$ cat config.mk
export PLATFORM = sky130hd
export DESIGN_NAME = priority_column_width_resizer
export DESIGN_NICKNAME = d
export VERILOG_FILES = /design/src/rtl/pcwr_pkg.sv /design/src/rtl/pcwr_div.sv /design/src/rtl/pcwr_ctrl.sv /design/src/rtl/pcwr_dp.sv /design/src/rtl/priority_column_width_resizer.sv
export SDC_FILE = /design/constraint.sdc
export NUM_CORES = 2
export LEC_CHECK = 0
export BUFFER_PORTS_ARGS = -buffer_cell sky130_fd_sc_hd__buf_2
export CORE_UTILIZATION = 50
export CTS_CLUSTER_SIZE = 16
export DETAILED_ROUTE_END_ITERATION = 7
export GPL_ROUTABILITY_DRIVEN = 1
export PLACE_DENSITY_LB_ADDON = 0.1
export SLEW_MARGIN = 20
export SYNTH_ARGS = -nofsm -noshare
export SYNTH_HDL_FRONTEND = slang
export SYNTH_SLANG_ARGS = --single-unit
$ cat constraint.sdc
create_clock -name i_clk -period 8.5 [get_ports i_clk]
set_input_delay 0.425 -clock i_clk [delete_from_list [all_inputs] [get_ports i_clk]]
set_output_delay 0.425 -clock i_clk [all_outputs]
set_load 0.01 [all_outputs]
$ cat src/rtl/pcwr_pkg.sv
`default_nettype none
// ----------------------------------------------------------------------------
// pcwr_pkg
// shared types, codes and defaults of the priority column width resizer
// ----------------------------------------------------------------------------
package pcwr_pkg;

    localparam int unsigned MAX_COLUMNS_DEF = 16;
    localparam int unsigned WIDTH_BITS_DEF  = 16;

    localparam int unsigned CMD_W   = 3;
    localparam int unsigned COL_W   = 6;
    localparam int unsigned CFG_W   = 7;
    localparam int unsigned PRIO_W  = 8;
    localparam int unsigned FIELD_W = 16;
    localparam int unsigned PADDR_W = 3;

    // command codes
    localparam logic [CMD_W-1:0] CMD_WRITE_SPEC  = 3'd0;
    localparam logic [CMD_W-1:0] CMD_WRITE_WIDTH = 3'd1;
    localparam logic [CMD_W-1:0] CMD_RESIZE_ALL  = 3'd2;
    localparam logic [CMD_W-1:0] CMD_RESIZE_ONE  = 3'd3;
    localparam logic [CMD_W-1:0] CMD_READ_WIDTH  = 3'd4;

    // register word index (paddr bit 2)
    localparam logic REG_NUM_COLUMNS = 1'b0;

    typedef struct packed {
        logic [CMD_W-1:0]   command;
        logic [COL_W-1:0]   column;
        logic [FIELD_W-1:0] min_width;
        logic [FIELD_W-1:0] max_width;
        logic               has_max;
        logic [PRIO_W-1:0]  priority_req;
        logic [FIELD_W-1:0] width_value;
        logic [FIELD_W-1:0] total_width;
    } t_in_item;

    typedef struct packed {
        logic [COL_W-1:0]   out_column;
        logic [FIELD_W-1:0] out_width;
        logic               changed;
        logic               last;
    } t_out_item;

    typedef enum logic [1:0] {
        SCOPE_RIGHT,
        SCOPE_FOCUS,
        SCOPE_ALL
    } t_scope;

    typedef enum logic [4:0] {
        OP_NONE,
        OP_LOAD,
        OP_WSPEC,
        OP_WWIDTH,
        OP_FOCUS,
        OP_READ,
        OP_CLAMP,
        OP_SET_START,
        OP_SUM_ACC,
        OP_DELTA,
        OP_FLEX,
        OP_FIND_INIT,
        OP_FIND,
        OP_LVL_SET,
        OP_ROOM_INIT,
        OP_DIV_START,
        OP_DIV_TAKE,
        OP_SHARE,
        OP_MOD_INIT,
        OP_MOD_STEP,
        OP_RR_ADDR,
        OP_RR,
        OP_PASS_INC,
        OP_EMIT_INIT,
        OP_EMIT
    } t_op;

    typedef enum logic [4:0] {
        S_IDLE,
        S_EXEC,
        S_READ_RD,
        S_READ_OP,
        S_CLAMP_RD,
        S_CLAMP_OP,
        S_START,
        S_SUM_RD,
        S_SUM_OP,
        S_DELTA,
        S_FLEX_RD,
        S_FLEX_OP,
        S_LVL_INIT,
        S_FIND_RD,
        S_FIND_OP,
        S_LVL_SET,
        S_ROOM_RD,
        S_ROOM_OP,
        S_PASS_CHK,
        S_DIV_WAIT,
        S_SHARE_RD,
        S_SHARE_OP,
        S_RR_CHK,
        S_MOD,
        S_RR_RD,
        S_RR_OP,
        S_FIT_END,
        S_EMIT_RD,
        S_EMIT_OP
    } t_state;

    typedef struct packed {
        t_op    op;
        t_scope scope;
    } t_dp_cmd;

    typedef struct packed {
        logic [CMD_W-1:0] cmd;
        logic             col_in_use;
        logic             at_end;
        logic             scope_empty;
        logic             delta_zero;
        logic             rem_zero;
        logic             found;
        logic             share_cont;
        logic             rr_needed;
        logic             mod_done;
        logic             rr_cont;
        logic             div_done;
        logic             out_free;
    } t_dp_status;

endpackage
`default_nettype wire

$ cat src/rtl/pcwr_div.sv
`default_nettype none
// ----------------------------------------------------------------------------
// pcwr_div
// restoring divider, one quotient bit per cycle
// ----------------------------------------------------------------------------
module pcwr_div #(
    parameter int unsigned DW = 23,
    parameter int unsigned VW = 7
) (
    input  wire logic          i_clk,
    input  wire logic          i_rst_n,
    input  wire logic          i_start,
    input  wire logic [DW-1:0] i_dividend,
    input  wire logic [VW-1:0] i_divisor,
    output logic               o_busy,
    output logic [DW-1:0]      o_quotient
);
    localparam int unsigned CW = $clog2(DW + 1);

    logic          r_busy;
    logic [CW-1:0] r_cnt;
    logic [VW-1:0] r_rem;
    logic [VW-1:0] r_div;
    logic [DW-1:0] r_quo;
    logic [VW:0]   w_shift;
    logic [VW:0]   w_diff;
    logic          w_ge;

    assign w_shift = {r_rem, r_quo[DW-1]};
    assign w_ge    = w_shift >= {1'b0, r_div};
    assign w_diff  = w_shift - {1'b0, r_div};

    always_ff @(posedge i_clk) begin
        if (!i_rst_n) begin
            r_busy <= 1'b0;
        end else if (i_start) begin
            r_busy <= 1'b1;
        end else if (r_busy && r_cnt == CW'(1)) begin
            r_busy <= 1'b0;
        end
    end

    always_ff @(posedge i_clk) begin
        if (i_start) begin
            r_cnt <= CW'(DW);
            r_rem <= '0;
            r_div <= i_divisor;
            r_quo <= i_dividend;
        end else if (r_busy) begin
            r_cnt <= r_cnt - CW'(1);
            r_rem <= w_ge ? w_diff[VW-1:0] : w_shift[VW-1:0];
            r_quo <= {r_quo[DW-2:0], w_ge};
        end
    end

    assign o_busy     = r_busy;
    assign o_quotient = r_quo;
endmodule
`default_nettype wire

$ cat src/rtl/pcwr_ctrl.sv
`default_nettype none
// ----------------------------------------------------------------------------
// pcwr_ctrl
// command sequencer of the resizer
// ----------------------------------------------------------------------------
module pcwr_ctrl
    import pcwr_pkg::*;
(
    input  wire logic       i_clk,
    input  wire logic       i_rst_n,
    input  wire logic       i_accept,
    input  wire t_dp_status i_status,
    output t_dp_cmd         o_cmd,
    output logic            o_idle
);
    t_state r_state, n_state;
    t_scope r_phase, n_phase;

    always_ff @(posedge i_clk) begin
        if (!i_rst_n) begin
            r_state <= S_IDLE;
            r_phase <= SCOPE_ALL;
        end else begin
            r_state <= n_state;
            r_phase <= n_phase;
        end
    end

    // next state
    always_comb begin
        n_state = r_state;
        unique case (r_state)
            S_IDLE:     if (i_accept) n_state = S_EXEC;
            S_EXEC: begin
                priority if (i_status.cmd == CMD_READ_WIDTH) n_state = S_READ_RD;
                else if (i_status.cmd == CMD_RESIZE_ALL) n_state = S_START;
                else if (i_status.cmd == CMD_RESIZE_ONE)
                    n_state = i_status.col_in_use ? S_CLAMP_RD : S_EMIT_RD;
                else n_state = S_IDLE;
            end
            S_READ_RD:  n_state = S_READ_OP;
            S_READ_OP:  if (i_status.out_free) n_state = S_IDLE;
            S_CLAMP_RD: n_state = S_CLAMP_OP;
            S_CLAMP_OP: n_state = S_START;
            S_START:    n_state = S_SUM_RD;
            S_SUM_RD:   n_state = i_status.at_end ? S_DELTA : S_SUM_OP;
            S_SUM_OP:   n_state = S_SUM_RD;
            S_DELTA:    n_state = (i_status.scope_empty || i_status.delta_zero) ?
                                  S_FIT_END : S_FLEX_RD;
            S_FLEX_RD:  n_state = i_status.at_end ? S_LVL_INIT : S_FLEX_OP;
            S_FLEX_OP:  n_state = S_FLEX_RD;
            S_LVL_INIT: n_state = i_status.rem_zero ? S_FIT_END : S_FIND_RD;
            S_FIND_RD:  n_state = i_status.at_end ? S_LVL_SET : S_FIND_OP;
            S_FIND_OP:  n_state = S_FIND_RD;
            S_LVL_SET:  n_state = i_status.found ? S_ROOM_RD : S_FIT_END;
            S_ROOM_RD:  n_state = i_status.at_end ? S_PASS_CHK : S_ROOM_OP;
            S_ROOM_OP:  n_state = S_ROOM_RD;
            S_PASS_CHK: n_state = i_status.share_cont ? S_DIV_WAIT : S_LVL_INIT;
            S_DIV_WAIT: if (i_status.div_done) n_state = S_SHARE_RD;
            S_SHARE_RD: n_state = (i_status.at_end || i_status.rem_zero) ?
                                  S_RR_CHK : S_SHARE_OP;
            S_SHARE_OP: n_state = S_SHARE_RD;
            S_RR_CHK:   n_state = i_status.rr_needed ? S_MOD : S_PASS_CHK;
            S_MOD:      if (i_status.mod_done) n_state = S_RR_RD;
            S_RR_RD:    n_state = i_status.rr_cont ? S_RR_OP : S_PASS_CHK;
            S_RR_OP:    n_state = S_RR_RD;
            S_FIT_END:  n_state = (r_phase == SCOPE_ALL) ? S_EMIT_RD : S_START;
            S_EMIT_RD:  n_state = i_status.at_end ? S_IDLE : S_EMIT_OP;
            S_EMIT_OP:  if (i_status.out_free) n_state = S_EMIT_RD;
            default:    n_state = S_IDLE;
        endcase
    end

    // outputs
    always_comb begin
        o_cmd.op    = OP_NONE;
        o_cmd.scope = r_phase;
        n_phase     = r_phase;
        unique case (r_state)
            S_IDLE:     if (i_accept) o_cmd.op = OP_LOAD;
            S_EXEC: begin
                priority if (i_status.cmd == CMD_WRITE_SPEC) o_cmd.op = OP_WSPEC;
                else if (i_status.cmd == CMD_WRITE_WIDTH) o_cmd.op = OP_WWIDTH;
                else if (i_status.cmd == CMD_READ_WIDTH) o_cmd.op = OP_FOCUS;
                else if (i_status.cmd == CMD_RESIZE_ALL) n_phase = SCOPE_ALL;
                else if (i_status.cmd == CMD_RESIZE_ONE) begin
                    n_phase  = SCOPE_RIGHT;
                    o_cmd.op = i_status.col_in_use ? OP_FOCUS : OP_EMIT_INIT;
                end
            end
            S_READ_OP:  if (i_status.out_free) o_cmd.op = OP_READ;
            S_CLAMP_OP: o_cmd.op = OP_CLAMP;
            S_START:    o_cmd.op = OP_SET_START;
            S_SUM_OP:   o_cmd.op = OP_SUM_ACC;
            S_DELTA:    o_cmd.op = OP_DELTA;
            S_FLEX_OP:  o_cmd.op = OP_FLEX;
            S_LVL_INIT: if (!i_status.rem_zero) o_cmd.op = OP_FIND_INIT;
            S_FIND_OP:  o_cmd.op = OP_FIND;
            S_LVL_SET:  if (i_status.found) o_cmd.op = OP_LVL_SET;
            S_ROOM_OP:  o_cmd.op = OP_ROOM_INIT;
            S_PASS_CHK: if (i_status.share_cont) o_cmd.op = OP_DIV_START;
            S_DIV_WAIT: if (i_status.div_done) o_cmd.op = OP_DIV_TAKE;
            S_SHARE_OP: o_cmd.op = OP_SHARE;
            S_RR_CHK:   o_cmd.op = i_status.rr_needed ? OP_MOD_INIT : OP_PASS_INC;
            S_MOD:      o_cmd.op = i_status.mod_done ? OP_RR_ADDR : OP_MOD_STEP;
            S_RR_RD:    if (!i_status.rr_cont) o_cmd.op = OP_PASS_INC;
            S_RR_OP:    o_cmd.op = OP_RR;
            S_FIT_END: begin
                priority if (r_phase == SCOPE_ALL) o_cmd.op = OP_EMIT_INIT;
                else if (r_phase == SCOPE_RIGHT) n_phase = SCOPE_FOCUS;
                else n_phase = SCOPE_ALL;
            end
            S_EMIT_OP:  if (i_status.out_free) o_cmd.op = OP_EMIT;
            default:    o_cmd.op = OP_NONE;
        endcase
    end

    assign o_idle = (r_state == S_IDLE);
endmodule
`default_nettype wire

$ cat src/rtl/pcwr_dp.sv
`default_nettype none
// ----------------------------------------------------------------------------
// pcwr_dp
// column tables, scope arithmetic and result register
// ----------------------------------------------------------------------------
module pcwr_dp
    import pcwr_pkg::*;
#(
    parameter int unsigned MAX_COLUMNS = MAX_COLUMNS_DEF,
    parameter int unsigned WIDTH_BITS  = WIDTH_BITS_DEF
) (
    input  wire logic             i_clk,
    input  wire logic             i_rst_n,
    input  wire t_dp_cmd          i_cmd,
    input  wire t_in_item         i_item,
    input  wire logic [CFG_W-1:0] i_num_columns,
    input  wire logic             i_out_stall,
    output t_dp_status            o_status,
    output logic                  o_out_valid,
    output t_out_item             o_out_data
);
    localparam int unsigned IW = (MAX_COLUMNS > 1) ? $clog2(MAX_COLUMNS) : 1;
    localparam int unsigned SW = (WIDTH_BITS + 7 > 17) ? WIDTH_BITS + 7 : 17;
    localparam logic [WIDTH_BITS-1:0] WMAX = '1;
    localparam logic [CFG_W-1:0]      MAXC = CFG_W'(MAX_COLUMNS);

    // column tables
    logic [WIDTH_BITS-1:0] min_mem   [MAX_COLUMNS];
    logic [WIDTH_BITS-1:0] max_mem   [MAX_COLUMNS];
    logic                  bnd_mem   [MAX_COLUMNS];
    logic [PRIO_W-1:0]     prio_mem  [MAX_COLUMNS];
    logic [WIDTH_BITS-1:0] width_mem [MAX_COLUMNS];
    logic [WIDTH_BITS-1:0] flex_mem  [MAX_COLUMNS];
    logic [WIDTH_BITS-1:0] room_mem  [MAX_COLUMNS];

    logic [WIDTH_BITS-1:0] r_min_q, r_max_q, r_width_q, r_flex_q, r_room_q;
    logic                  r_bnd_q;
    logic [PRIO_W-1:0]     r_prio_q;

    t_in_item          r_item;
    logic [CFG_W-1:0]  r_n, r_start, r_col, r_active, r_pass, r_k, r_j;
    logic [SW-1:0]     r_sum, r_rem, r_each;
    logic              r_expand, r_found, r_changed, r_ov;
    logic [8:0]        r_curp;
    logic [PRIO_W-1:0] r_best;
    logic [COL_W-1:0]  r_rot;
    t_out_item         r_od;

    logic [CFG_W-1:0]      w_cnt, w_knext, w_focus;
    logic [CFG_W:0]        w_cnt1;
    logic [SW-1:0]         w_target, w_quo;
    logic [WIDTH_BITS-1:0] w_flex, w_lim, w_room_init, w_add, w_share_w, w_rr_w;
    logic [WIDTH_BITS-1:0] w_clamp, w_mn, w_mx, w_wr_width;
    logic [IW-1:0]         w_waddr, w_raddr;
    logic                  w_width_we, w_col_ok, w_div_busy, w_out_free;

    assign w_cnt    = r_n - r_start;
    assign w_cnt1   = {1'b0, w_cnt} + (CFG_W+1)'(1);
    assign w_target = SW'(r_item.total_width);
    assign w_focus  = {1'b0, r_item.column};
    assign w_col_ok = w_focus < MAXC;
    assign w_knext  = (r_k + CFG_W'(1) == w_cnt) ? '0 : r_k + CFG_W'(1);
    assign w_out_free = !r_ov || !i_out_stall;

    always_comb begin
        w_lim = WMAX - r_width_q;
        if (r_expand) begin
            if (r_bnd_q) w_flex = (r_width_q > r_max_q) ? '0 : r_max_q - r_width_q;
            else w_flex = (r_rem < SW'(w_lim)) ? WIDTH_BITS'(r_rem) : w_lim;
        end else begin
            w_flex = (r_width_q < r_min_q) ? '0 : r_width_q - r_min_q;
        end
        w_room_init = ({1'b0, r_prio_q} == r_curp) ? r_flex_q : '0;
        w_add       = (SW'(r_room_q) < r_each) ? r_room_q : WIDTH_BITS'(r_each);
        w_share_w   = r_expand ? r_width_q + w_add : r_width_q - w_add;
        w_rr_w      = r_expand ? r_width_q + WIDTH_BITS'(1) : r_width_q - WIDTH_BITS'(1);
        w_clamp     = (r_width_q < r_min_q) ? r_min_q : r_width_q;
        if (r_bnd_q && w_clamp > r_max_q) w_clamp = r_max_q;
        w_mn = WIDTH_BITS'(r_item.min_width);
        w_mx = WIDTH_BITS'(r_item.max_width);
        if (w_mx < w_mn) w_mx = w_mn;
    end

    // width table write port
    always_comb begin
        w_width_we = 1'b0;
        w_wr_width = w_share_w;
        unique case (i_cmd.op)
            OP_WWIDTH: begin
                w_width_we = w_col_ok;
                w_wr_width = WIDTH_BITS'(r_item.width_value);
            end
            OP_CLAMP: begin
                w_width_we = 1'b1;
                w_wr_width = w_clamp;
            end
            OP_SHARE: w_width_we = (r_room_q != '0);
            OP_RR: begin
                w_width_we = (r_room_q != '0);
                w_wr_width = w_rr_w;
            end
            default: w_width_we = 1'b0;
        endcase
    end

    assign w_raddr = r_col[IW-1:0];
    assign w_waddr = (i_cmd.op == OP_WSPEC || i_cmd.op == OP_WWIDTH) ?
                     r_item.column[IW-1:0] : r_col[IW-1:0];

    always_ff @(posedge i_clk) begin
        if (i_cmd.op == OP_WSPEC && w_col_ok) begin
            min_mem[w_waddr]  <= w_mn;
            max_mem[w_waddr]  <= w_mx;
            bnd_mem[w_waddr]  <= r_item.has_max;
            prio_mem[w_waddr] <= r_item.priority_req;
        end
        if (w_width_we) width_mem[w_waddr] <= w_wr_width;
        if (i_cmd.op == OP_FLEX) flex_mem[w_waddr] <= w_flex;
        if (i_cmd.op == OP_ROOM_INIT) room_mem[w_waddr] <= w_room_init;
        else if (i_cmd.op == OP_SHARE && r_room_q != '0)
            room_mem[w_waddr] <= r_room_q - w_add;
        else if (i_cmd.op == OP_RR && r_room_q != '0)
            room_mem[w_waddr] <= r_room_q - WIDTH_BITS'(1);
        r_min_q   <= min_mem[w_raddr];
        r_max_q   <= max_mem[w_raddr];
        r_bnd_q   <= bnd_mem[w_raddr];
        r_prio_q  <= prio_mem[w_raddr];
        r_width_q <= width_mem[w_raddr];
        r_flex_q  <= flex_mem[w_raddr];
        r_room_q  <= room_mem[w_raddr];
    end

    // control registers
    always_ff @(posedge i_clk) begin
        if (!i_rst_n) begin
            r_ov  <= 1'b0;
            r_rot <= '0;
        end else begin
            if (i_cmd.op == OP_EMIT || i_cmd.op == OP_READ) r_ov <= 1'b1;
            else if (!i_out_stall) r_ov <= 1'b0;
            if (i_cmd.op == OP_RR) r_rot <= w_knext[COL_W-1:0];
        end
    end

    always_ff @(posedge i_clk) begin
        unique case (i_cmd.op)
            OP_LOAD: begin
                r_item    <= i_item;
                r_n       <= (i_num_columns > MAXC) ? MAXC : i_num_columns;
                r_changed <= 1'b0;
            end
            OP_FOCUS: r_col <= w_focus;
            OP_READ: begin
                r_od.out_column <= r_item.column;
                r_od.out_width  <= w_col_ok ? FIELD_W'(r_width_q) : '0;
                r_od.changed    <= 1'b0;
                r_od.last       <= 1'b1;
            end
            OP_CLAMP: if (w_clamp != r_width_q) r_changed <= 1'b1;
            OP_SET_START: begin
                unique case (i_cmd.scope)
                    SCOPE_RIGHT: r_start <= w_focus + CFG_W'(1);
                    SCOPE_FOCUS: r_start <= w_focus;
                    default:     r_start <= '0;
                endcase
                r_col <= '0;
                r_sum <= '0;
            end
            OP_SUM_ACC: begin
                r_sum <= r_sum + SW'(r_width_q);
                r_col <= r_col + CFG_W'(1);
            end
            OP_DELTA: begin
                r_expand <= w_target > r_sum;
                r_rem    <= (w_target > r_sum) ? w_target - r_sum : r_sum - w_target;
                r_col    <= r_start;
                r_curp   <= 9'd256;
            end
            OP_FLEX: r_col <= r_col + CFG_W'(1);
            OP_FIND_INIT: begin
                r_found <= 1'b0;
                r_best  <= '0;
                r_col   <= r_start;
            end
            OP_FIND: begin
                if ({1'b0, r_prio_q} < r_curp && (!r_found || r_prio_q > r_best)) begin
                    r_best  <= r_prio_q;
                    r_found <= 1'b1;
                end
                r_col <= r_col + CFG_W'(1);
            end
            OP_LVL_SET: begin
                r_curp   <= {1'b0, r_best};
                r_col    <= r_start;
                r_active <= '0;
                r_pass   <= '0;
            end
            OP_ROOM_INIT: begin
                if (w_room_init != '0) r_active <= r_active + CFG_W'(1);
                r_col <= r_col + CFG_W'(1);
            end
            OP_DIV_START: r_col <= r_start;
            OP_DIV_TAKE: begin
                r_each <= w_quo;
                r_col  <= r_start;
            end
            OP_SHARE: begin
                if (r_room_q != '0) begin
                    r_rem <= r_rem - SW'(w_add);
                    if (w_add != '0) r_changed <= 1'b1;
                    if (r_room_q == w_add) r_active <= r_active - CFG_W'(1);
                end
                r_col <= r_col + CFG_W'(1);
            end
            OP_MOD_INIT: begin
                r_k <= {1'b0, r_rot};
                r_j <= '0;
            end
            OP_MOD_STEP: r_k <= r_k - w_cnt;
            OP_RR_ADDR:  r_col <= r_start + r_k;
            OP_RR: begin
                if (r_room_q != '0) begin
                    r_rem     <= r_rem - SW'(1);
                    r_changed <= 1'b1;
                    if (r_room_q == WIDTH_BITS'(1)) r_active <= r_active - CFG_W'(1);
                end
                r_k   <= w_knext;
                r_j   <= r_j + CFG_W'(1);
                r_col <= r_start + w_knext;
            end
            OP_PASS_INC:  r_pass <= r_pass + CFG_W'(1);
            OP_EMIT_INIT: r_col <= '0;
            OP_EMIT: begin
                r_od.out_column <= r_col[COL_W-1:0];
                r_od.out_width  <= FIELD_W'(r_width_q);
                r_od.changed    <= r_changed;
                r_od.last       <= (r_col + CFG_W'(1) == r_n);
                r_col           <= r_col + CFG_W'(1);
            end
            default: r_col <= r_col;
        endcase
    end

    pcwr_div #(
        .DW (SW),
        .VW (CFG_W)
    ) u_div (
        .i_clk      (i_clk),
        .i_rst_n    (i_rst_n),
        .i_start    (i_cmd.op == OP_DIV_START),
        .i_dividend (r_rem),
        .i_divisor  (r_active),
        .o_busy     (w_div_busy),
        .o_quotient (w_quo)
    );

    always_comb begin
        o_status.cmd         = r_item.command;
        o_status.col_in_use  = w_focus < r_n;
        o_status.at_end      = r_col == r_n;
        o_status.scope_empty = r_start >= r_n;
        o_status.delta_zero  = r_sum == w_target;
        o_status.rem_zero    = r_rem == '0;
        o_status.found       = r_found;
        o_status.share_cont  = ({1'b0, r_pass} <= w_cnt1) && (r_rem != '0) &&
                               (r_active != '0);
        o_status.rr_needed   = (r_rem != '0) && (r_rem < SW'(r_active));
        o_status.mod_done    = r_k < w_cnt;
        o_status.rr_cont     = (r_j < w_cnt) && (r_rem != '0);
        o_status.div_done    = !w_div_busy;
        o_status.out_free    = w_out_free;
    end

    assign o_out_valid = r_ov;
    assign o_out_data  = r_od;
endmodule
`default_nettype wire

$ cat src/rtl/priority_column_width_resizer.sv
`default_nettype none
// ----------------------------------------------------------------------------
// priority_column_width_resizer
// column width table with priority-ordered water-fill resizing
// ----------------------------------------------------------------------------
// Commands are taken one at a time; i_valid/o_stall take one beat, results
// leave on o_valid/i_stall, one beat per column in use for a resize, one
// beat for a read, none for writes. Each visit to a column takes a read
// state and an operate state because every column table is a memory with a
// registered read port. A resize runs a sum walk over all n columns and a
// flexibility walk over the scope, then per priority level present in the
// scope a search walk and a room walk, and per water-fill round a divider
// pass over the SW-bit remainder (SW = WIDTH_BITS+7, at least 17) plus a
// share walk and, when a remainder below the active column count is left, a
// round-robin walk that hands out single pixels. Resize one runs up to three
// scopes. Writes finish in the execute state after the load. Configuration
// (num_columns at byte address 0) is written over the register port.
// ----------------------------------------------------------------------------
module priority_column_width_resizer
    import pcwr_pkg::*;
#(
    parameter int unsigned MAX_COLUMNS = MAX_COLUMNS_DEF,
    parameter int unsigned WIDTH_BITS  = WIDTH_BITS_DEF
) (
    input  wire logic               i_clk,
    input  wire logic               i_rst_n,
    // command channel
    input  wire logic               i_valid,
    input  wire t_in_item           i_data,
    output logic                    o_stall,
    // result channel
    output logic                    o_valid,
    output t_out_item               o_data,
    input  wire logic               i_stall,
    // register port
    input  wire logic               psel,
    input  wire logic               penable,
    input  wire logic               pwrite,
    input  wire logic [PADDR_W-1:0] paddr,
    input  wire logic [31:0]        pwdata,
    output logic [31:0]             prdata,
    output logic                    pready
);
    logic [CFG_W-1:0] r_num_columns;
    logic             w_idle;
    logic             w_accept;
    t_dp_cmd          w_cmd;
    t_dp_status       w_status;

    // num_columns register, a write beyond it is dropped
    always_ff @(posedge i_clk) begin
        if (!i_rst_n) begin
            r_num_columns <= '0;
        end else if (psel && penable && pwrite && paddr[2] == REG_NUM_COLUMNS) begin
            r_num_columns <= pwdata[CFG_W-1:0];
        end
    end

    assign prdata = (paddr[2] == REG_NUM_COLUMNS) ? 32'(r_num_columns) : '0;
    assign pready = 1'b1;

    // one command in flight, held off until the sequencer is back at rest
    assign o_stall  = !w_idle;
    assign w_accept = i_valid && w_idle;

    pcwr_ctrl u_ctrl (
        .i_clk    (i_clk),
        .i_rst_n  (i_rst_n),
        .i_accept (w_accept),
        .i_status (w_status),
        .o_cmd    (w_cmd),
        .o_idle   (w_idle)
    );

    pcwr_dp #(
        .MAX_COLUMNS (MAX_COLUMNS),
        .WIDTH_BITS  (WIDTH_BITS)
    ) u_dp (
        .i_clk         (i_clk),
        .i_rst_n       (i_rst_n),
        .i_cmd         (w_cmd),
        .i_item        (i_data),
        .i_num_columns (r_num_columns),
        .i_out_stall   (i_stall),
        .o_status      (w_status),
        .o_out_valid   (o_valid),
        .o_out_data    (o_data)
    );
endmodule
`default_nettype wire

Yosys cells after proc, flatten, opt, wreduce, memory -nomap -nowiden
Memory sizes are Yosys's and may differ from the RTL's. A register that Yosys moved wholly into a read port is not among the register bits.
Cells that the tools add are included.
{"block": "totals", "reg_bits": 308, "mem_bits_rw": 1424, "inputBits": 124, "out_inout_bits": 59, "elab_cells": 355, "n_memories": 7}
{"block": "classes", "n_addsub": 28, "order_cmp": 18, "eq_ne": 86, "mux": 118, "bitwise": 3, "n_reduce_logical": 58}
{"name": "u_dp.flex_mem", "depth": 16, "width": 16, "rd": 1, "rd_clocked_by_memory_dff": 1, "wr": 1, "line_no": "pcwr_dp.sv:33", "source": "logic [WIDTH_BITS-1:0] flex_mem [MAX_COLUMNS];"}
{"name": "u_dp.max_mem", "depth": 16, "width": 16, "rd": 1, "rd_clocked_by_memory_dff": 1, "wr": 1, "line_no": "pcwr_dp.sv:29", "source": "logic [WIDTH_BITS-1:0] max_mem [MAX_COLUMNS];"}
{"name": "u_dp.min_mem", "depth": 16, "width": 16, "rd": 1, "rd_clocked_by_memory_dff": 1, "wr": 1, "line_no": "pcwr_dp.sv:28", "source": "logic [WIDTH_BITS-1:0] min_mem [MAX_COLUMNS];"}
{"name": "u_dp.room_mem", "depth": 16, "width": 16, "rd": 1, "rd_clocked_by_memory_dff": 1, "wr": 1, "line_no": "pcwr_dp.sv:34", "source": "logic [WIDTH_BITS-1:0] room_mem [MAX_COLUMNS];"}
{"name": "u_dp.width_mem", "depth": 16, "width": 16, "rd": 1, "rd_clocked_by_memory_dff": 1, "wr": 1, "line_no": "pcwr_dp.sv:32", "source": "logic [WIDTH_BITS-1:0] width_mem [MAX_COLUMNS];"}
{"name": "u_dp.prio_mem", "depth": 16, "width": 8, "rd": 1, "rd_clocked_by_memory_dff": 1, "wr": 1, "line_no": "pcwr_dp.sv:31", "source": "logic [PRIO_W-1:0] prio_mem [MAX_COLUMNS];"}
{"name": "1 more memories"}
{"operator": "16-bit 2-to-1 mux", "count": 15}
{"operator": "5-bit one-hot mux with 28 select lines", "count": 1}
{"operator": "5-bit 2-to-1 mux", "count": 24}
{"operator": "23-bit 2-to-1 mux", "count": 5}
{"operator": "5-bit equality test, second input constant", "count": 22}
{"operator": "5-bit one-hot mux with 21 select lines", "count": 1}
{"operator": "5-bit by 4-bit equality test with 1-bit output, second input constant", "count": 16}
{"operator": "23-bit one-hot mux with 3 select lines", "count": 1}
{"operator": "16-bit subtractor", "count": 4}
{"operator": "7-bit 2-to-1 mux", "count": 8}
{"operator": "16-bit one-hot mux with 3 select lines", "count": 1}
{"operator": "24-bit one-hot mux with 2 select lines", "count": 1}
{"operator": "16-bit nonzero test", "count": 3}
{"operator": "23-bit one-hot mux with 2 select lines", "count": 1}
{"operator": "23-bit by 16-bit subtractor with 23-bit output", "count": 2}
{"operator": "7-bit one-hot mux with 2 select lines", "count": 3}
{"operator": "7-bit one-hot mux with 6 select lines", "count": 1}
{"operator": "5-bit by 3-bit equality test with 1-bit output, second input constant", "count": 8}
{"operator": "7-bit by 1-bit adder with 7-bit output, second input constant", "count": 5}
{"operator": "16-bit > comparator", "count": 2}
{"operator": "16-bit less-than comparator", "count": 2}
{"operator": "16-bit by 1-bit subtractor with 16-bit output, second input constant", "count": 2}
{"operator": "7-bit one-hot mux with 4 select lines", "count": 1}
{"operator": "1-bit 2-to-1 mux", "count": 27}
{"operator": "other kinds (74)", "count": 155}

Logic depth before layout (Yosys ltp)
{"block": "depth", "ltp_word": 15, "depth_mapped": 27, "ltp_nobuf": 25}

Cells and area by module
A second synthesis with hierarchy kept.
{"block": "hier_totals", "hier_cells": 5082, "hier_area_um2": 81999.9}
{"mod": "pcwr_dp", "instances": 1, "cells_per_inst": 4640, "area_per_inst_um2": 78021.1, "seq_area_each_um2": 52009.9}
{"mod": "pcwr_div", "instances": 1, "cells_per_inst": 173, "area_per_inst_um2": 2110.8, "seq_area_each_um2": 1161.1}
{"mod": "pcwr_ctrl", "instances": 1, "cells_per_inst": 201, "area_per_inst_um2": 1306.3, "seq_area_each_um2": 140.1}
{"mod": "priority_column_width_resizer", "instances": 1, "cells_per_inst": 68, "area_per_inst_um2": 561.8, "seq_area_each_um2": 140.1}

Worst setup path after synthesis
Ideal clock, no wire load.
{"block": "synth_path", "kind": "register -> register", "start": "reg u_dp.r_start[1]", "end": "mem u_dp.bnd_mem[10] (enable)", "setup_time_ps": 440, "t_arrival_ps": 6104, "t_required_ps": 8060, "path_slack_ps": 1957, "stages_incl_launch_ff": 20, "n_path_buf": 1, "path_cell_list": "edfxtp_1 > inv_1 > ha_1 > nor2b_1 > o21a_1 > o21a_1 > o311a_1 > or2_2 > ha_1 > nand3_1 > a21oi_1 > o31a_1 > o31ai_1 > nand2b_1 > nor4b_2 > nand3b_1 > nor3b_1 > nand3_1 > clkbuf_1 > nor2_1"}
{"block": "synth_between", "elab_chain_cells": 11}
{"item": "start, declared", "line_no": "pcwr_dp.sv:41", "source": "logic [CFG_W-1:0] r_n, r_start, r_col, r_active, r_pass, r_k, r_j;"}
{"item": "start signal, assigned", "line_no": "pcwr_dp.sv:162", "source": "SCOPE_RIGHT: r_start <= w_focus + CFG_W'(1);"}
{"item": "start signal, assigned", "line_no": "pcwr_dp.sv:163", "source": "SCOPE_FOCUS: r_start <= w_focus;"}
{"item": "7-bit subtractor (*)", "line_no": "pcwr_dp.sv:57", "source": "assign w_cnt = r_n - r_start;"}
{"item": "7-bit by 1-bit adder with 8-bit output", "line_no": "pcwr_dp.sv:58", "source": "assign w_cnt1 = {1'b0, w_cnt} + (CFG_W+1)'(1);"}
{"item": "7-bit by 8-bit less-or-equal comparator with 1-bit output", "line_no": "pcwr_dp.sv:265", "source": "o_status.share_cont = ({1'b0, r_pass} <= w_cnt1) && (r_rem != '0) &&"}
{"item": "1-bit logical AND (2 in a row)", "line_no": "pcwr_dp.sv:265"}
{"item": "4-bit 2-to-1 mux", "line_no": "pcwr_ctrl.sv:101", "source": "S_PASS_CHK: if (i_status.share_cont) o_cmd.op = OP_DIV_START;"}
{"item": "5-bit one-hot mux with 21 select lines (*)", "line_no": "pcwr_ctrl.sv:79", "source": "unique case (r_state)"}
{"item": "5-bit by 2-bit equality test with 1-bit output", "line_no": "pcwr_dp.sv:107, pcwr_dp.sv:111"}
{"item": "1-bit logical AND", "line_no": "pcwr_dp.sv:111", "source": "if (i_cmd.op == OP_WSPEC && w_col_ok) begin"}
{"item": "1-bit 2-to-1 mux", "line_no": "pcwr_dp.sv:111"}
{"item": "1-bit 2-to-1 mux (implied by the code)", "line_no": "pcwr_dp.sv:114", "source": "bnd_mem[w_waddr] <= r_item.has_max;"}
{"item": "end, declared", "line_no": "pcwr_dp.sv:30", "source": "logic bnd_mem [MAX_COLUMNS];"}
Every way passes the cells marked *; elsewhere a longest branch is shown, timed or not.

Worst setup path after layout
{"block": "layout_path", "start": "reg u_dp.r_each[22]", "end": "mem u_dp.width_mem[11][15] (netlist bit) (data pin)"}
{"block": "layout_between", "elab_chain_cells": 5}
{"item": "start, declared", "line_no": "pcwr_dp.sv:42", "source": "logic [SW-1:0] r_sum, r_rem, r_each;"}
{"item": "start signal, assigned", "line_no": "pcwr_dp.sv:204", "source": "r_each <= w_quo;"}
{"item": "16-bit by 23-bit less-than comparator with 1-bit output (*)", "line_no": "pcwr_dp.sv:74", "source": "w_add = (SW'(r_room_q) < r_each) ? r_room_q : WIDTH_BITS'(r_each);"}
{"item": "16-bit 2-to-1 mux (*)", "line_no": "pcwr_dp.sv:74"}
{"item": "16-bit subtractor / 16-bit adder (equally long branches)", "line_no": "pcwr_dp.sv:75", "source": "w_share_w = r_expand ? r_width_q + w_add : r_width_q - w_add;"}
{"item": "16-bit 2-to-1 mux (*)", "line_no": "pcwr_dp.sv:75"}
{"item": "16-bit one-hot mux with 3 select lines (*)", "line_no": "pcwr_dp.sv:88", "source": "unique case (i_cmd.op)"}
{"item": "via u_dp.w_wr_width[15]", "line_no": "pcwr_dp.sv:53", "source": "logic [WIDTH_BITS-1:0] w_clamp, w_mn, w_mx, w_wr_width;"}
{"item": "end, declared", "line_no": "pcwr_dp.sv:32"}
Mark *: on every way through the listed nets, which the timed path passes. The rest lies on a longest branch.

==> impl_metrics.csv <==
group,metric,value,unit
sta,max_freq,0.1379,GHz
route,dr.pass1.iters,6,
power_and_ir_drop,irDropWorstVdd,0.3055,mV
synth,ys_warn_count,0,
clock_tree,hold_buffers,90,
sta,slew-limit-headroom,11.22,%
grt,antenna_found_initial,7,
route,ant_nets,0,
route,wl,224.3,mm
sta,finClkSkew,0.07121,ns
worst_setup_path,r2r-end,"u_dp.width_mem[11][15]",
clock_tree,post_cts_buffers,0,
clock_tree,cts_resized,0,
sta,fin_crit,7.250,ns
sta,grt_setup_unrepaired,"no",
run_status,status,"completed",
clock_tree,cts_tree,"built",
synth,yosysUniqueCellTypes,91,
synth,synth-seq-cells,1821,
sta,slew_viol_final,0,
grt,overflow,0,
floorplan,die_w,405.6,um
worst_setup_path,ff2ff_path_depth,23,
run,drv_cap,0,
grt,grtUsageTotal,27.48,%
sta,timing.final.crit_share,85.30,%
floorplan,die_h,405.6,um
finish,layout_common_cells,"edfxtp_1, mux4_2, ha_1",
place,port_buffers,129,
clock_tree,cts_buffers,185,
synth,avgSynthCellArea,16.22,um^2
floorplan,num_rows,147,
floorplan,fp.dieArea,164500,um^2
sta,setup_viol,0,
sta,finalHoldViolations,0,
clock_tree,clkLatencyLatePin,0.86,ns
power_and_ir_drop,power.density,373.8,nW/um^2
synth,synth_area,81430,um^2
floorplan,core-area,161100,um^2
sta,worst_slew_pin_slew,1.320,ns
worst_setup_path,critPathRequiredTime,8.95,ns
clock_tree,h-tree-depth,4,
worst_setup_path,path_cells,"nor4_1 > o211ai_1 > nor2_1 > o31ai_4 > buf_4 > nand2_1 > o21ai_0 > inv_1 > ha_1 > nand2_1 > nor3_1 > a31oi_1 > xnor2_1 > ha_1 > and2_1 > a31oi_1 > o31ai_1 > or4_1 > o311a_1 > a31oi_1 > o21ai_0 > xor2_1 > a221o_1",
worst_hold_path,hp-class,"input pin to flip-flop",
worst_setup_path,r2r_setup_slack,1.25,ns
power_and_ir_drop,p_sw,12.60,mW
worst_setup_path,start_kind,"flip-flop",
power_and_ir_drop,comb_power_share,38.7,%
grt,grt_pass1_vias,46090,
route,drc,0,
worst_setup_path,critPathKind,"flip-flop to flip-flop",
worst_setup_path,worstPathArrival,7.70,ns
worst_hold_path,whs_path_depth,3,
synth,synthesis.instances,5022,
synth,synth_ff_type,"edfxtp_1",
place,dpl.hpwl,140.5,mm
synth,yosysSeqAreaShare,65.64,%
route,dr.first_iter.drc_count,5116,
worst_setup_path,path_common_cell,"a31oi_1",
worst_setup_path,critPathMaxStageDelay,1.10,ns
route,vias,46760,
clock_tree,cts_root_buf,"clkbuf_16",
sta,setup_tns,0,ns
grt,grt_max_degree,137,
power_and_ir_drop,clkPwrFrac,24.1,%
worst_setup_path,startpoint,"u_dp.r_each[22]",
finish,drive_gt1_share,21.95,%
worst_setup_path,endpoint,"u_dp.width_mem[11][15]",
worst_setup_path,cp-end-kind,"flip-flop",
route,vias_per_cell,6.064,
finish,fin_util,57.70,%
clock_tree,cts.clk_slew.worst_paths,0.06,ns
finish,num-nets-final,5793,
worst_setup_path,slowest_stage,"nor4_1",
finish,syn_to_final_growth,14.17,%
floorplan,initial_utilization,50.54,%
clock_tree,cts_sinks,1821,
power_and_ir_drop,internal_power,22.16,mW
finish,layout_commonest_cell,"edfxtp_1",
power_and_ir_drop,leakage,31.91,nW
power_and_ir_drop,swShare,36.25,%
synth,synthArstFlopShare,0,%
synth,synth_edf_count,1698,
grt,grt_pass1_wl,322.6,mm
worst_setup_path,r2r_start,"u_dp.r_each[22]",
floorplan,ios,183,
worst_setup_path,path_max_fanout,47,
power_and_ir_drop,power_frac_seq,37.2,%
route,wl_per_cell,29.09,um
place,gp_congestion,0.9683,
clock_tree,clock_path_buffers,3,
-- cell usage after synthesis, types with 10 or more instances --
master / number / area [um^2]
a211oi_1: 25 / 187.7
a21boi_0: 10 / 75.07
mux2i_1: 41 / 410.4
mux2_2: 52 / 585.6
nor4_1: 30 / 187.7
o22ai_1: 15 / 93.84
or2_2: 46 / 287.8
nand3_1: 52 / 260.3
nand2b_1: 39 / 244.0
nor3b_1: 10 / 75.07
xnor2_1: 117 / 1025
a21oi_1: 216 / 1081
a311oi_1: 11 / 96.34
or3_1: 29 / 181.4
nand3b_1: 16 / 120.1
fa_1: 13 / 260.3
o221ai_1: 12 / 105.1
ha_1: 270 / 3378
xor2_1: 93 / 814.5
a22oi_1: 25 / 187.7
nand4_1: 31 / 193.9
and3_1: 21 / 131.4
o21ai_0: 158 / 790.8
mux4_2: 445 / 10020
nand2_1: 177 / 664.4
o21a_1: 29 / 217.7
clkbuf_1: 155 / 581.8
o31ai_1: 15 / 112.6
edfxtp_1: 1698 / 50990
nor2b_1: 54 / 337.8
buf_4: 28 / 210.2
dfxtp_1: 123 / 2462
nor3_1: 77 / 385.4
a31oi_1: 36 / 225.2
buf_1: 39 / 146.4
and2_1: 30 / 187.7
nor2_1: 321 / 1205
o211ai_1: 41 / 307.8
a21o_1: 72 / 540.5
inv_1: 217 / 814.5
-- through the flow --
stage | hold slack, ns | cell area, um^2 | std cells | power, mW | setup WS [ns]
after floorplan | 0.4222 | 81530 | 5048 | 21.63 | 1.957
after global placement | 0.4434 | 85600 | 7261 | 26.21 | 1.602
after detailed placement | 0.4459 | 85640 | 7264 | 26.40 | 1.499
after CTS | 0.1039 | 92870 | 7703 | 34.84 | 1.494
after global routing | 0.1759 | 92970 | 7709 | 36.36 | 1.085
final | 0.1874 | 92970 | 7711 | 34.76 | 1.250
-- worst max-delay path, delay by kind of cell, from the launching register on --
kind,cells,cell delay [ns]
AOI/OAI and AO/OA,10,2.29
xor gates and xnor gates,2,0.34
adders and majority gates,2,0.58
buffers and inverters,2,0.58
DFF,1,0.36
and+or+nand+nor,7,2.68
-- area by class of cell --
cell class                 instances  area [um^2]
fill                           12420        68150
sequential                      1821        53450
multi-input combinational       2775        26660
clock buffer                     241         4951
timing repair buffer             382         2990
tap                             2160         2703
clock inverter                   108         1380
inverter                         221        829.5
antenna                            3        7.507
-- per-layer routing --
layer	routed length, um	track usage (%)
met1	95650	38.13
met2	108300	44.83
met3	12860	3.939
met4	7463	9.010
met5	0	0
-- worst min path at each step --
| stage | to | slack (ns) | from |
|---|---|---|---|
| after floorplan | u_dp.r_each[0] | 0.42 | u_dp.u_div.o_quotient[0] |
| after global placement | u_dp.r_rot[0] | 0.44 | u_dp.r_rot[0] |
| after detailed placement | u_dp.r_each[17] | 0.45 | u_dp.u_div.o_quotient[17] |
| after CTS | u_dp.o_out_valid | 0.10 | i_stall |
| after global routing | u_dp.o_out_valid | 0.18 | i_stall |
| final | u_dp.o_out_valid | 0.19 | i_stall |
-- power groups by stage --
stage	logic, mW	registers [mW]	clock network (mW)
after floorplan	8.96	12.7	0
after global placement	13.1	13.1	0
after detailed placement	13.3	13.1	0
after CTS	13.4	12.9	8.53
after global routing	14.6	13.0	8.84
final	13.4	12.9	8.38
-- kinds of logic after synthesis --
family          synth area share (%)
other cells                 0.009222
xor+xnor                       2.335
flops                          65.64
mux                            13.53
simple gates                   5.909
buf+inv                        2.242
compound gates                 5.869
fa+ha+maj                      4.468
-- flip-flops by register name, indices dropped and copies added (netlist names), 9 cells and up --
| signal | flops |
|---|---|
| u_dp.w_mn | 16 |
| u_dp.r_max_q | 16 |
| u_dp.min_mem | 256 |
| u_dp.flex_mem | 256 |
| u_dp.r_flex_q | 16 |
| u_dp.u_div.o_quotient | 23 |
| u_dp.r_width_q | 16 |
| u_dp.bnd_mem | 16 |
| u_dp.prio_mem | 128 |
| u_dp.r_rem | 23 |
| u_dp.o_out_data | 24 |
| u_dp.r_each | 23 |
| u_dp.r_min_q | 16 |
| u_dp.r_item | 63 |
| u_dp.r_sum | 23 |
| u_dp.width_mem | 256 |
| u_dp.r_curp | 9 |
| u_dp.room_mem | 256 |
| u_dp.r_room_q | 16 |
| u_dp.max_mem | 256 |
No activity file was read; power rests on OpenSTA's default activity.
